==> src/rtl/lls_pkg.sv <==
`timescale 1ns / 1ps
`default_nettype none
// ----------------------------------------------------------------------------
// Lift motion scheduler package
// Shared types, codes and frame tables of the lift bus scheduler.
// ----------------------------------------------------------------------------
package lls_pkg;

	localparam int SLOTS_PER_CYCLE_DEF = 20;
	localparam int SLOT_W = 5;
	localparam int POS_W = 16;
	localparam int MARGIN_W = 12;
	localparam int DCYC_W = 4;
	localparam int CFG_W = 12;

	localparam logic [SLOT_W-1:0] COMMAND_SLOT = 5'd10;
	localparam logic [SLOT_W-1:0] OCCUPIED_SLOTS = 5'd11;

	// Action codes
	localparam logic ACT_SET_TARGET = 1'b0;
	localparam logic ACT_TICK = 1'b1;

	// Configuration register indexes
	localparam logic CFG_GOAL_OFFSET = 1'b0;
	localparam logic CFG_DECEL_CYCLES = 1'b1;

	localparam logic [MARGIN_W-1:0] GOAL_OFFSET_RST = 12'd108;
	localparam logic [DCYC_W-1:0] DECEL_CYCLES_RST = 4'd3;

	// Frame identifiers
	localparam logic [5:0] ID_ZERO_TX = 6'h11;
	localparam logic [5:0] ID_LEG_A = 6'h08;
	localparam logic [5:0] ID_LEG_B = 6'h09;
	localparam logic [5:0] ID_IDLE = 6'h10;
	localparam logic [5:0] ID_SLOT9 = 6'h01;
	localparam logic [5:0] ID_COMMAND = 6'h12;

	// Command codes
	localparam logic [7:0] CMD_AFTER_SCAN = 8'h50;
	localparam logic [7:0] CMD_STOP = 8'hfc;
	localparam logic [7:0] CMD_PRE_MOVE = 8'h49;
	localparam logic [7:0] CMD_PRE_STOP = 8'hcf;
	localparam logic [7:0] CMD_CLICK = 8'h0d;
	localparam logic [7:0] CMD_UP_ERR = 8'h8b;
	localparam logic [7:0] CMD_UP = 8'hca;
	localparam logic [7:0] CMD_DOWN_ERR = 8'h4c;
	localparam logic [7:0] CMD_DOWN = 8'h0d;
	localparam logic [7:0] CMD_DECEL = 8'h8e;
	localparam logic [POS_W-1:0] POS_AFTER_SCAN = 16'hfff6;

	typedef enum logic [1:0] {
		TG_STOP  = 2'd0,
		TG_UP    = 2'd1,
		TG_DOWN  = 2'd2,
		TG_CLICK = 2'd3
	} target_t;

	typedef enum logic [3:0] {
		MS_AFTER_SCAN = 4'd0,
		MS_STOP       = 4'd1,
		MS_PRE_MOVE   = 4'd2,
		MS_UP         = 4'd3,
		MS_DOWN       = 4'd4,
		MS_UP_DECEL   = 4'd5,
		MS_DOWN_DECEL = 4'd6,
		MS_PRE_STOP   = 4'd7,
		MS_CLICK      = 4'd8
	} motion_state_t;

	typedef struct packed {
		logic              action;
		logic [1:0]        target_request;
		logic signed [15:0] leg_a_position;
		logic signed [15:0] leg_b_position;
		logic              bus_busy;
	} in_item_t;

	typedef struct packed {
		logic              frame_start;
		logic [5:0]        frame_id;
		logic [1:0]        byte_count;
		logic              is_transmit;
		logic              abort_frame;
		logic signed [15:0] payload_position;
		logic [7:0]        payload_command;
		logic              report_valid;
		logic signed [15:0] reported_position;
	} out_item_t;

	// Per-tick slot decode handed from the scheduler to the rest of the block.
	typedef struct packed {
		logic       frame_start;
		logic [5:0] frame_id;
		logic [1:0] byte_count;
		logic       is_transmit;
		logic       abort_frame;
		logic       cmd_slot;
		logic       end_cycle;
	} slot_info_t;

	typedef struct packed {
		logic set_target;
		logic cmd_slot;
		logic end_cycle;
	} motion_ctl_t;

	function automatic logic [5:0] frame_id_of(input logic [SLOT_W-1:0] slot);
		logic [5:0] id;
		unique case (slot)
			5'd0: id = ID_ZERO_TX;
			5'd1: id = ID_LEG_A;
			5'd2: id = ID_LEG_B;
			5'd3, 5'd4, 5'd5, 5'd6, 5'd7, 5'd8: id = ID_IDLE;
			5'd9: id = ID_SLOT9;
			5'd10: id = ID_COMMAND;
			default: id = 6'd0;
		endcase
		return id;
	endfunction

	function automatic logic [1:0] byte_count_of(input logic [SLOT_W-1:0] slot);
		logic [1:0] cnt;
		unique case (slot)
			5'd0, 5'd1, 5'd2, 5'd10: cnt = 2'd3;
			default: cnt = 2'd0;
		endcase
		return cnt;
	endfunction

endpackage
`default_nettype wire

==> src/rtl/lls_slot_sched.sv <==
`timescale 1ns / 1ps
`default_nettype none
// ----------------------------------------------------------------------------
// Slot scheduler
// Holds the slot index and decodes the frame started by each slot tick.
// ----------------------------------------------------------------------------
module lls_slot_sched #(
	parameter int SLOTS_PER_CYCLE = lls_pkg::SLOTS_PER_CYCLE_DEF
) (
	input  wire logic               clk,
	input  wire logic               arst_n,
	input  wire logic               tick,
	input  wire logic               bus_busy,
	output lls_pkg::slot_info_t     info
);

	localparam logic [lls_pkg::SLOT_W:0] LAST_LIMIT = (lls_pkg::SLOT_W+1)'(SLOTS_PER_CYCLE);

	logic [lls_pkg::SLOT_W-1:0] slot_q;
	logic [lls_pkg::SLOT_W:0]   slot_inc;
	logic                       occupied;
	logic                       end_cycle;

	assign occupied = slot_q < lls_pkg::OCCUPIED_SLOTS;
	assign slot_inc = {1'b0, slot_q} + 1'b1;
	assign end_cycle = slot_inc >= LAST_LIMIT;

	always_comb begin
		info.frame_start = occupied;
		info.frame_id = lls_pkg::frame_id_of(slot_q);
		info.byte_count = lls_pkg::byte_count_of(slot_q);
		info.is_transmit = (slot_q == '0) || (slot_q == lls_pkg::COMMAND_SLOT);
		// The previous slot was occupied when this one is 1 through 11.
		info.abort_frame = bus_busy && (slot_q != '0) && (slot_q <= lls_pkg::OCCUPIED_SLOTS);
		info.cmd_slot = tick && (slot_q == lls_pkg::COMMAND_SLOT);
		info.end_cycle = tick && end_cycle;
	end

	always_ff @(posedge clk or negedge arst_n) begin
		if (!arst_n) begin
			slot_q <= '0;
		end else if (tick) begin
			slot_q <= end_cycle ? '0 : slot_inc[lls_pkg::SLOT_W-1:0];
		end
	end

endmodule
`default_nettype wire

==> src/rtl/lls_motion.sv <==
`timescale 1ns / 1ps
`default_nettype none
// ----------------------------------------------------------------------------
// Motion state machine
// Builds the command word in the command slot and steps at cycle end.
// ----------------------------------------------------------------------------
module lls_motion (
	input  wire logic                         clk,
	input  wire logic                         arst_n,
	input  wire lls_pkg::motion_ctl_t         ctl,
	input  wire logic [1:0]                   target_request,
	input  wire logic signed [15:0]           leg_a_position,
	input  wire logic signed [15:0]           leg_b_position,
	input  wire logic [lls_pkg::MARGIN_W-1:0] goal_offset,
	input  wire logic [lls_pkg::DCYC_W-1:0]   decel_cycles,
	output logic [lls_pkg::POS_W-1:0]         cmd_position,
	output logic [7:0]                        cmd_code
);

	lls_pkg::motion_state_t     state_q, state_d;
	lls_pkg::target_t           target_q, target_d;
	logic [lls_pkg::DCYC_W-1:0] count_q, count_d, count_inc;
	logic [lls_pkg::POS_W-1:0]  goal_q, goal_d;
	logic [lls_pkg::POS_W-1:0]  pos_q;
	logic [7:0]                 code_q;
	logic signed [15:0]         lo, hi;
	logic [lls_pkg::POS_W-1:0]  lo_u, hi_u, margin_ext;
	logic                       err;

	assign lo = (leg_a_position < leg_b_position) ? leg_a_position : leg_b_position;
	assign hi = (leg_a_position > leg_b_position) ? leg_a_position : leg_b_position;
	assign lo_u = lo;
	assign hi_u = hi;
	assign err = leg_a_position[15] | leg_b_position[15];
	assign margin_ext = {{(lls_pkg::POS_W-lls_pkg::MARGIN_W){1'b0}}, goal_offset};
	assign count_inc = count_q + 1'b1;

	always_comb begin
		state_d = state_q;
		target_d = target_q;
		count_d = count_q;
		goal_d = goal_q;
		cmd_position = pos_q;
		cmd_code = code_q;

		if (ctl.set_target) begin
			target_d = lls_pkg::target_t'(target_request);
		end

		if (ctl.cmd_slot) begin
			unique case (state_q)
				lls_pkg::MS_AFTER_SCAN: begin
					cmd_position = lls_pkg::POS_AFTER_SCAN;
					cmd_code = lls_pkg::CMD_AFTER_SCAN;
				end
				lls_pkg::MS_UP_DECEL: begin
					if (count_q == '0) begin
						goal_d = hi_u + margin_ext;
					end
					cmd_position = goal_d;
					cmd_code = lls_pkg::CMD_DECEL;
				end
				lls_pkg::MS_DOWN_DECEL: begin
					if (count_q == '0) begin
						goal_d = lo_u - margin_ext;
					end
					cmd_position = goal_d;
					cmd_code = lls_pkg::CMD_DECEL;
				end
				lls_pkg::MS_UP: begin
					cmd_position = err ? hi_u : lo_u;
					cmd_code = err ? lls_pkg::CMD_UP_ERR : lls_pkg::CMD_UP;
				end
				lls_pkg::MS_DOWN: begin
					cmd_position = err ? '0 : hi_u;
					cmd_code = err ? lls_pkg::CMD_DOWN_ERR : lls_pkg::CMD_DOWN;
				end
				lls_pkg::MS_PRE_MOVE: begin
					cmd_position = hi_u;
					cmd_code = lls_pkg::CMD_PRE_MOVE;
				end
				lls_pkg::MS_PRE_STOP: begin
					cmd_position = hi_u;
					cmd_code = lls_pkg::CMD_PRE_STOP;
				end
				lls_pkg::MS_CLICK: begin
					cmd_position = hi_u;
					cmd_code = lls_pkg::CMD_CLICK;
				end
				default: begin
					cmd_position = hi_u;
					cmd_code = lls_pkg::CMD_STOP;
				end
			endcase
		end

		if (ctl.end_cycle) begin
			unique case (state_q)
				lls_pkg::MS_AFTER_SCAN: state_d = lls_pkg::MS_STOP;
				lls_pkg::MS_PRE_MOVE: begin
					if (target_q == lls_pkg::TG_UP) state_d = lls_pkg::MS_UP;
					else if (target_q == lls_pkg::TG_DOWN) state_d = lls_pkg::MS_DOWN;
					else if (target_q == lls_pkg::TG_CLICK) state_d = lls_pkg::MS_CLICK;
				end
				lls_pkg::MS_UP: begin
					if (target_q != lls_pkg::TG_UP) begin
						state_d = lls_pkg::MS_UP_DECEL;
						count_d = '0;
					end
				end
				lls_pkg::MS_DOWN: begin
					if (target_q != lls_pkg::TG_DOWN) begin
						state_d = lls_pkg::MS_DOWN_DECEL;
						count_d = '0;
					end
				end
				lls_pkg::MS_UP_DECEL, lls_pkg::MS_DOWN_DECEL: begin
					count_d = count_inc;
					if (count_inc >= decel_cycles) state_d = lls_pkg::MS_PRE_STOP;
				end
				lls_pkg::MS_PRE_STOP: state_d = lls_pkg::MS_STOP;
				lls_pkg::MS_CLICK: begin
					state_d = lls_pkg::MS_PRE_STOP;
					target_d = lls_pkg::TG_STOP;
				end
				default: begin
					state_d = (target_q != lls_pkg::TG_STOP) ? lls_pkg::MS_PRE_MOVE
						: lls_pkg::MS_STOP;
				end
			endcase
		end
	end

	always_ff @(posedge clk or negedge arst_n) begin
		if (!arst_n) begin
			state_q <= lls_pkg::MS_AFTER_SCAN;
			target_q <= lls_pkg::TG_STOP;
			count_q <= '0;
			goal_q <= '0;
			pos_q <= '0;
			code_q <= '0;
		end else begin
			state_q <= state_d;
			target_q <= target_d;
			count_q <= count_d;
			goal_q <= goal_d;
			pos_q <= cmd_position;
			code_q <= cmd_code;
		end
	end

endmodule
`default_nettype wire

==> src/rtl/lin_lift_motion_scheduler_top.sv <==
// Results: a slot tick request accepted into the input register moves on to the
// result register, where out_valid offers it; a waiting result can hold it in between.
// Throughput: one request per clock while out_ready is high; a waiting result
// holds the input only once the input register also holds a slot tick.
// Set-target requests give no result and never wait on the result register.
// Reset (arst_n low) clears the slot index, motion state and target and loads
// the default register values.
`timescale 1ns / 1ps
`default_nettype none
// ----------------------------------------------------------------------------
// Lift motion scheduler top level
// Bus master schedule and motion command generator for a two-leg lift.
// ----------------------------------------------------------------------------
module lin_lift_motion_scheduler_top #(
	parameter int SLOTS_PER_CYCLE = lls_pkg::SLOTS_PER_CYCLE_DEF
) (
	input  wire logic                      clk,
	input  wire logic                      arst_n,
	input  wire logic                      in_valid,
	output logic                           in_ready,
	input  wire lls_pkg::in_item_t         in_data,
	output logic                           out_valid,
	input  wire logic                      out_ready,
	output lls_pkg::out_item_t             out_data,
	input  wire logic                      cfg_we,
	input  wire logic                      cfg_index,
	input  wire logic [lls_pkg::CFG_W-1:0] cfg_wdata
);

	logic                         valid_s1;
	lls_pkg::in_item_t            data_s1;
	logic                         valid_s2;
	lls_pkg::out_item_t           data_s2;
	logic                         advance;
	logic                         tick;
	logic [lls_pkg::MARGIN_W-1:0] goal_offset_q;
	logic [lls_pkg::DCYC_W-1:0]   decel_cycles_q;
	lls_pkg::slot_info_t          info;
	lls_pkg::motion_ctl_t         mctl;
	logic [lls_pkg::POS_W-1:0]    cmd_position;
	logic [7:0]                   cmd_code;

	// A set-target request never needs the result register.
	assign advance = valid_s1 && ((data_s1.action == lls_pkg::ACT_SET_TARGET)
		|| !valid_s2 || out_ready);
	assign tick = advance && (data_s1.action == lls_pkg::ACT_TICK);
	assign in_ready = !valid_s1 || advance;

	always_ff @(posedge clk or negedge arst_n) begin
		if (!arst_n) begin
			goal_offset_q <= lls_pkg::GOAL_OFFSET_RST;
			decel_cycles_q <= lls_pkg::DECEL_CYCLES_RST;
		end else if (cfg_we) begin
			unique case (cfg_index)
				lls_pkg::CFG_GOAL_OFFSET: goal_offset_q <= cfg_wdata;
				lls_pkg::CFG_DECEL_CYCLES: decel_cycles_q <= cfg_wdata[lls_pkg::DCYC_W-1:0];
				default: ;
			endcase
		end
	end

	always_ff @(posedge clk or negedge arst_n) begin
		if (!arst_n) begin
			valid_s1 <= 1'b0;
		end else if (in_ready) begin
			valid_s1 <= in_valid;
		end
	end

	always_ff @(posedge clk) begin
		if (in_ready && in_valid) begin
			data_s1 <= in_data;
		end
	end

	lls_slot_sched #(
		.SLOTS_PER_CYCLE(SLOTS_PER_CYCLE)
	) u_slot_sched (
		.clk      (clk),
		.arst_n   (arst_n),
		.tick     (tick),
		.bus_busy (data_s1.bus_busy),
		.info     (info)
	);

	always_comb begin
		mctl.set_target = advance && (data_s1.action == lls_pkg::ACT_SET_TARGET);
		mctl.cmd_slot = info.cmd_slot;
		mctl.end_cycle = info.end_cycle;
	end

	lls_motion u_motion (
		.clk            (clk),
		.arst_n         (arst_n),
		.ctl            (mctl),
		.target_request (data_s1.target_request),
		.leg_a_position (data_s1.leg_a_position),
		.leg_b_position (data_s1.leg_b_position),
		.goal_offset    (goal_offset_q),
		.decel_cycles   (decel_cycles_q),
		.cmd_position   (cmd_position),
		.cmd_code       (cmd_code)
	);

	always_ff @(posedge clk or negedge arst_n) begin
		if (!arst_n) begin
			valid_s2 <= 1'b0;
		end else if (tick) begin
			valid_s2 <= 1'b1;
		end else if (out_ready) begin
			valid_s2 <= 1'b0;
		end
	end

	always_ff @(posedge clk) begin
		if (tick) begin
			data_s2.frame_start <= info.frame_start;
			data_s2.frame_id <= info.frame_id;
			data_s2.byte_count <= info.byte_count;
			data_s2.is_transmit <= info.is_transmit;
			data_s2.abort_frame <= info.abort_frame;
			data_s2.payload_position <= info.cmd_slot ? cmd_position : '0;
			data_s2.payload_command <= info.cmd_slot ? cmd_code : '0;
			data_s2.report_valid <= info.end_cycle;
			data_s2.reported_position <= info.end_cycle ? cmd_position : '0;
		end
	end

	assign out_valid = valid_s2;
	assign out_data = data_s2;

`ifndef ASSERT_OFF
	a_report_no_frame: assert property (@(posedge clk) disable iff (!arst_n)
		(valid_s2 && data_s2.report_valid) |-> !data_s2.frame_start)
		else $error("report given in a slot that starts a frame");

	a_command_slot: assert property (@(posedge clk) disable iff (!arst_n)
		(valid_s2 && data_s2.payload_command != 8'd0) |->
		(data_s2.frame_id == lls_pkg::ID_COMMAND && data_s2.is_transmit))
		else $error("command payload outside the command frame");

	a_tick_needs_room: assert property (@(posedge clk) disable iff (!arst_n)
		(tick && valid_s2) |-> out_ready)
		else $error("result register overwritten before it was taken");
`endif

endmodule
`default_nettype wire
==> config.mk <==
export PLATFORM = sky130hd
export DESIGN_NAME = lin_lift_motion_scheduler_top
export DESIGN_NICKNAME = d
export VERILOG_FILES = /design/src/rtl/lls_pkg.sv /design/src/rtl/lls_slot_sched.sv /design/src/rtl/lls_motion.sv /design/src/rtl/lin_lift_motion_scheduler_top.sv
export SDC_FILE = /design/constraint.sdc
export NUM_CORES = 1
export LEC_CHECK = 0
export CAP_MARGIN = 20
export CORE_ASPECT_RATIO = 0.5
export CORE_MARGIN = 2
export CORE_UTILIZATION = 58
export CTS_BUF_LIST = sky130_fd_sc_hd__clkbuf_16
export CTS_CLUSTER_DIAMETER = 80
export DETAILED_ROUTE_END_ITERATION = 10
export DONT_BUFFER_PORTS = 1
export PLACE_DENSITY = 0.76
export SLEW_MARGIN = 20
export SYNTH_ARGS = -nofsm -noshare
export SYNTH_HDL_FRONTEND = slang
export SYNTH_SLANG_ARGS = --single-unit
export TNS_END_PERCENT = 20
==> constraint.sdc <==
create_clock -name clk -period 4.7 [get_ports clk]
set_clock_uncertainty 0.2 [all_clocks]
set_input_delay 0.705 -clock clk [delete_from_list [all_inputs] [get_ports clk]]
set_output_delay 0.705 -clock clk [all_outputs]
set_load 0.02 [all_outputs]
### Word-level counts from Yosys, hierarchy flattened

Memories as Yosys holds them, arrays and structs flattened. A register that Yosys moved wholly into a read port is not among the register bits.
Index checks and enable logic that the tools add are counted.

| word-level totals | value |
|---|---|
| bits in registers | 161 |
| ROM bits | 64 |
| bits of input ports | 54 |
| output and inout bits | 54 |
| logic and storage cells | 119 |
| memories kept | 1 |

Memory list:

| memory | words | width | rd ports | clocked after memory_dff | wr ports | line | source |
|---|---|---|---|---|---|---|---|
| (name not given) | 16 | 4 | 1 | 1 | 0 | lls_pkg.sv:109 | `unique case (slot)` |

| cells by class | value |
|---|---|
| add/sub/neg operators | 4 |
| $lt $le $gt $ge | 6 |
| equality and inequality tests | 19 |
| multiplexer cells | 31 |
| bitwise logic cells | 3 |
| reductions and logical operators | 30 |

Operator list:

| kind | count |
|---|---|
| 16-bit two-way mux | 7 |
| 16-bit case mux with 5 select lines | 1 |
| 8-bit case mux with 7 select lines | 1 |
| 4-bit two-way mux | 8 |
| 16-bit case mux with 2 select lines | 1 |
| 4-bit case mux with 6 select lines | 1 |
| 16-bit by 12-bit adder with 16-bit output | 1 |
| 4-bit by 3-bit == test with 1-bit output, second input constant | 4 |
| 16-bit greater-than comparator | 1 |
| 16-bit less-than comparator | 1 |
| 16-bit by 12-bit subtractor with 16-bit output | 1 |
| 7-bit two-way mux | 2 |
| 4-bit case mux with 3 select lines | 1 |
| 2-bit two-way mux | 5 |
| 4-bit by 2-bit == test with 1-bit output, second input constant | 2 |
| 1-bit logical AND | 8 |
| 4-bit logical NOT | 2 |
| 8-bit two-way mux | 1 |
| 2-bit by 1-bit != test with 1-bit output, second input constant | 4 |
| 5-bit by 1-bit adder with 6-bit output, second input constant | 1 |
| 6-bit by 5-bit >= comparator with 1-bit output, second input constant | 1 |
| 2-bit AND reduction | 3 |
| 2-bit nonzero test | 3 |
| 5-bit by 1-bit == test with 1-bit output, second input constant | 1 |
| other kinds (24) | 32 |

### Longest topological paths before layout

| depth | value |
|---|---|
| depth after elaboration | 8 |
| mapped depth | 24 |
| depth with buffers taken out | 20 |

### Modules after synthesis

Synthesis repeated with hierarchy kept, for this count alone.

| unflattened totals | value |
|---|---|
| cells, all modules | 946 |
| area, all modules | 9878.2 µm² |

By module, submodules not included:

| module | times used | cells an instance | area an instance (µm²) | seq. area each (µm²) |
|---|---|---|---|---|
| lls_motion | 1 | 692 | 5602.9 | 1251.2 |
| lin_lift_motion_scheduler_top | 1 | 177 | 3666.0 | 3100.5 |
| lls_slot_sched | 1 | 77 | 609.3 | 125.1 |

### Least setup slack after synthesis

Ideal clock, no wire load.

| timing path | value |
|---|---|
| kind | register to register |
| from | reg data_s1[14] in the netlist's numbering |
| to | reg data_s2, in the netlist out_data[9] (data pin) |
| setup time | 275 ps |
| data arrival time | 4604 ps |
| data required time | 4225 ps |
| path slack | -379 ps |
| cell stages (with the launch flop) | 23 |
| buffers on the path | 4 |
| period minus slack after synthesis | 5079 ps |
| path through | edfxtp_1 -> clkbuf_1 -> inv_1 -> ha_1 -> nand4b_4 -> nor4_4 -> a21bo_1 -> buf_6 -> a31o_2 -> buf_6 -> nand3_2 -> buf_6 -> mux2i_1 -> inv_1 -> ha_1 -> a21o_1 -> a221oi_1 -> o21bai_1 -> a21oi_1 -> nand3b_1 -> nand4_1 -> nor4b_2 -> a211oi_1 |

| between the ends | value |
|---|---|
| cells in the longest elaborated chain, start to end | 6 |
| elaborated cells on any way between the ends | 12 |
| classes of those cells | add/sub (2); order compare (2); mux (8) |

RTL lines:

| item | line | source |
|---|---|---|
| from (decl) | lin_lift_motion_scheduler_top.sv:31 | `lls_pkg::in_item_t data_s1;` |
| from (signal assigned) | lin_lift_motion_scheduler_top.sv:72 | `data_s1 <= in_data;` |
| 16-bit less-than comparator or 16-bit greater-than comparator (tied branches) | lls_motion.sv:30, lls_motion.sv:31 |  |
| 16-bit two-way mux, on equally long branches | lls_motion.sv:30, lls_motion.sv:31 |  |
| 16-bit by 12-bit subtractor with 16-bit output or 16-bit by 12-bit adder with 16-bit output (tied branches) | lls_motion.sv:65, lls_motion.sv:58 |  |
| 16-bit two-way mux, on equally long branches | lls_motion.sv:64, lls_motion.sv:57 |  |
| 16-bit case mux with 5 select lines * | lls_motion.sv:51 | `unique case (state_q)` |
| 16-bit two-way mux * | lls_motion.sv:50 | `if (ctl.cmd_slot) begin` |
| to (decl) | lin_lift_motion_scheduler_top.sv:33 | `lls_pkg::out_item_t data_s2;` |

Mark *: on every way between the ends. The rest lies on a longest branch, timed or not.
A chain may end at the register's enable or synchronous reset.

### Worst setup path in the final report

| timing path | value |
|---|---|
| from | reg data_s1[25] in the netlist's numbering |
| to | reg data_s2, in the netlist out_data[33] (data pin) |

The elaborated chain is that of the path after synthesis.

==> impl_metrics.ini <==
[yosys]
ys_seq_elements = 150
synth_top_area_frac = 0.259
synth_seq_area_share = 0.425
synth_area_per_cell_sq_um = 9.41
synth_compound_area_frac = 0.212
synth.distinct_cells = 91
synth_cells = 1046
synth_mux_area_frac = 0.0300
synth-edff-count = 85
ys.flop_type = edfxtp_1
synth_fa_ha_area_frac = 0.0791
ys_async_sr_fraction = 0.433
synth_xor_xnor_area_share = 0.0196
syn-cell-area_sq_um = 9840
yosys-top-cells-area = edfxtp_1 (26%), dfrtp_1 (15%), ha_1 (7.5%), a21oi_1 (4.0%), o21ai_0 (4.0%)
yosys.area.top_type = edfxtp_1
synth_top_family_by_area = compound AO/OA/AOI/OAI gates
yosys.area_share.simple = 0.182
yosysWarnings = 0

[die]
start_util = 0.597
ioPinCount = 108
die_area_sq_um = 18100
core_sq_um = 16500
dieWidth_microns = 188
fp.dieH_microns = 96.1
row_count = 33

[worst_setup_path]
slowest_stage = edfxtp_1
cp.buffers_inverters = 5
worst-setup-path-type = flop to flop
crit_family = compound AO/OA/AOI/OAI gates
end_kind = flop
arrival_ns = 4.90
worstPathRequired_ns = 4.67
critical_path.most_common_cell = buf_4
start_kind = flop
critical_path.cell_chain = ha_1 -> nand3_2 -> nor4_4 -> a21bo_4 -> buf_6 -> nand4_4 -> nand3_4 -> mux2i_4 -> buf_4 -> buf_4 -> fa_2 -> nand3b_1 -> a21oi_2 -> buf_4 -> o21a_1 -> o21a_1 -> or3_4 -> nand3_4 -> a2111oi_4 -> buf_4 -> a21oi_2
crit_fanout = 6
max_stage_delay_ns = 0.42

[cells_and_area]
antenna_cells = 0
area_delta_synth_final_pct = 31.7
final_util = 0.787
fin_nets = 1338
drive_gt1_frac = 0.325
fillerInstances = 992

[sta]
drv_slew = 0
relSlewSlack = 0.360
rsz0062_at_grt = true
fmax_mhz = 203
hold_viol = 0
min_period_ns = 4.92
postLayoutSetupSlackWorst_ns = -0.224
worstMarginPinSlew_ns = 0.961
finalSetupViolCount = 19
post-route-period-util = 1.05
hold_slack_ns = 0.148

[routing]
drtPass1Iterations = 6
dr_total_vias = 9553
drtIter0Drc = 1294
wl_per_cell_microns = 23.8
drc_errors = 0
drtAntennaViolNets = 0
wl_microns = 34800
vias_per_cell = 6.53

[cts]
root_buffer = clkbuf_16
clkSlewWorstSetupHoldPaths_ns = 0.07
cts_max_path_buffers = 2
htree_levels = 4
cts_tree = built
clkLatencyLatePin_ns = 0.45
cts_buffers = 17
cts_sinks = 150

[pwr]
p_sw_w = 0.00189
p_comb_frac = 0.383
clkPwrFrac = 0.275
vdd_drop_max_mv = 0.344
p_leak_nw = 5.32
swShare = 0.373
p_seq_frac = 0.342
cellInternalPower_w = 0.00317
power_per_cell_area_nw_per_um2 = 390

[status]
violations = setup timing
outcome = finished with violations

[placement]
place_congestion = 0.983
portBuffers = 0
hpwlAfterDp_microns = 23800

[global_route]
overflow = 0
grt_usage = 0.381
grt_max_degree = 66
grt_first_pass_wirelength_microns = 50900
antenna_found_initial = 0
grt_pass1_vias = 8704

[flow_run]
cap_violations = 0

[hold_path]
hp-class = input port to flop
-- cells in the mapped netlist, drive strengths merged (8+ instances only) --
master	instances
o21ai	82
edfxtp	85
buf	22
dfrtp	59
a211oi	20
nor3	15
a21oi	80
and2	9
nand4	20
a21o	14
mux2	9
mux2i	19
ha	59
clkbuf	35
o211ai	11
nor2b	15
xnor2	14
o31ai	12
xor2	8
o21a	13
nand2	101
or3	10
nor2	100
inv	61
nand3	29
a31oi	25
nand2b	9
-- registers in the layout, summed over array words and instances (netlist names) --
name	count
out_valid	1
valid_s1	1
u_slot_sched.slot_q	5
u_motion.count_q	4
data_s1	36
goal_offset_q	12
u_motion.pos_q	16
u_motion.goal_q	16
decel_cycles_q	4
u_motion.target_q	2
u_motion.state_q	4
out_data	49
-- power groups by stage --
stage / sequential, W / clock (W) / combinational [W]
after floorplan: 0.00167 / 0 / 0.000988
after global placement: 0.00173 / 0 / 0.00150
after detailed placement: 0.00174 / 0 / 0.00153
after CTS: 0.00172 / 0.00139 / 0.00171
after global routing: 0.00175 / 0.00145 / 0.00204
final: 0.00173 / 0.00139 / 0.00193
-- worst register-to-register path, delay by kind of cell (launching register included) --
family                   cells  cell delay (ns)
AO/OA/AOI/OAI                6             1.18
adder cells (fa/ha/maj)      2             0.67
buffers and inverters        5             0.75
flip-flops                   1             0.42
multiplexers                 1             0.27
AND/OR/NAND/NOR              7             1.14
-- timing repair --
action                                  CTS  global route
setup buffers                            20            25
endpoints found under the setup margin   32            35
pin swaps                                22            31
hold buffers                              2             0
gates resized for setup                  74            72
hold endpoints to repair                 65             0
-- metal layers --
layer,global-route usage,vias up,part of all wire
met5,0,-,0
li1,-,4189,-
met4,0.0965,0,0.024
met1,0.527,4583,0.43
met3,0.121,88,0.12
met2,0.586,693,0.43
-- through the flow --
step | setup WS (ns) | setup TNS (ns) | cells | power, W | cell area, sq um
final | -0.224 | -1.62 | 1463 | 0.00506 | 13000
after global routing | -0.291 | -4.70 | 1463 | 0.00524 | 13000
after CTS | -0.117 | -0.586 | 1441 | 0.00482 | 12400
after detailed placement | -0.505 | -6.54 | 1389 | 0.00327 | 11200
after global placement | -0.341 | -2.22 | 1389 | 0.00323 | 11200
after floorplan | 0.0443 | 0 | 1047 | 0.00266 | 9930
-- cells in the final DEF (no fill, tap or decap), types with 8 or more instances in the layout --
master / Yosys / layout
buf_4: 4 / 197
nand3_1: 28 / 23
o21ai_1: 3 / 8
nor3_1: 14 / 11
a21oi_2: 1 / 13
inv_2: 0 / 13
a21o_1: 14 / 14
a21oi_1: 79 / 67
o211ai_1: 11 / 11
a31oi_1: 24 / 19
ha_1: 59 / 40
o21ai_0: 79 / 70
inv_1: 61 / 50
xor2_1: 8 / 8
clkbuf_16: 0 / 17
nand4_1: 19 / 19
o21a_1: 13 / 12
nor2b_1: 15 / 13
a211oi_1: 19 / 14
ha_4: 0 / 19
dfrtp_1: 59 / 59
buf_6: 5 / 12
mux2i_1: 19 / 13
nor2_1: 100 / 96
edfxtp_1: 85 / 85
nand2b_1: 9 / 9
nand2_1: 100 / 98
xnor2_1: 14 / 13
-- path summary, 6_finish.rpt --
path                                                 from                        endpoint  slack, ns  cells past startpoint
max reg2reg                         data_s1[25]$_DFFE_PP_      out_data[33]$_SDFFCE_PN0P_      -0.22                     21
min reg2reg                u_motion.goal_q[1]$_DFFE_PN0P_  u_motion.goal_q[1]$_DFFE_PN0P_       0.29                      2
max                                 data_s1[25]$_DFFE_PP_      out_data[33]$_SDFFCE_PN0P_      -0.22                     21
min in group asynchronous                          arst_n    goal_offset_q[7]$_DFFE_PN0P_       0.62                      2
min                                           in_data[33]           data_s1[33]$_DFFE_PP_       0.15                      0
max in group asynchronous                          arst_n   decel_cycles_q[0]$_DFFE_PN1P_       3.35                      2
-- area by class of cell --
cell class / instances / area (sq um) / share of cell area
multi-input combinational: 777 / 5960 / 0.460
clock inverter: 15 / 161 / 0.0125
clock buffer: 17 / 425 / 0.0328
inverter: 63 / 236 / 0.0182
timing repair buffer: 214 / 1710 / 0.132
tap: 227 / 284 / 0.0219
sequential: 150 / 4190 / 0.323
-- cells by family (layout without fill, tap and decap cells) --
family / count (synthesis) / after routing
AO/OA/AOI/OAI: 311 / 311
multiplexers: 28 / 28
adder cells (fa/ha/maj): 61 / 61
other: 1 / 2
buffers and inverters: 120 / 309
XOR/XNOR: 22 / 22
flip-flops: 150 / 150
AND/OR/NAND/NOR: 353 / 353
(Power assumes the default switching activity.)
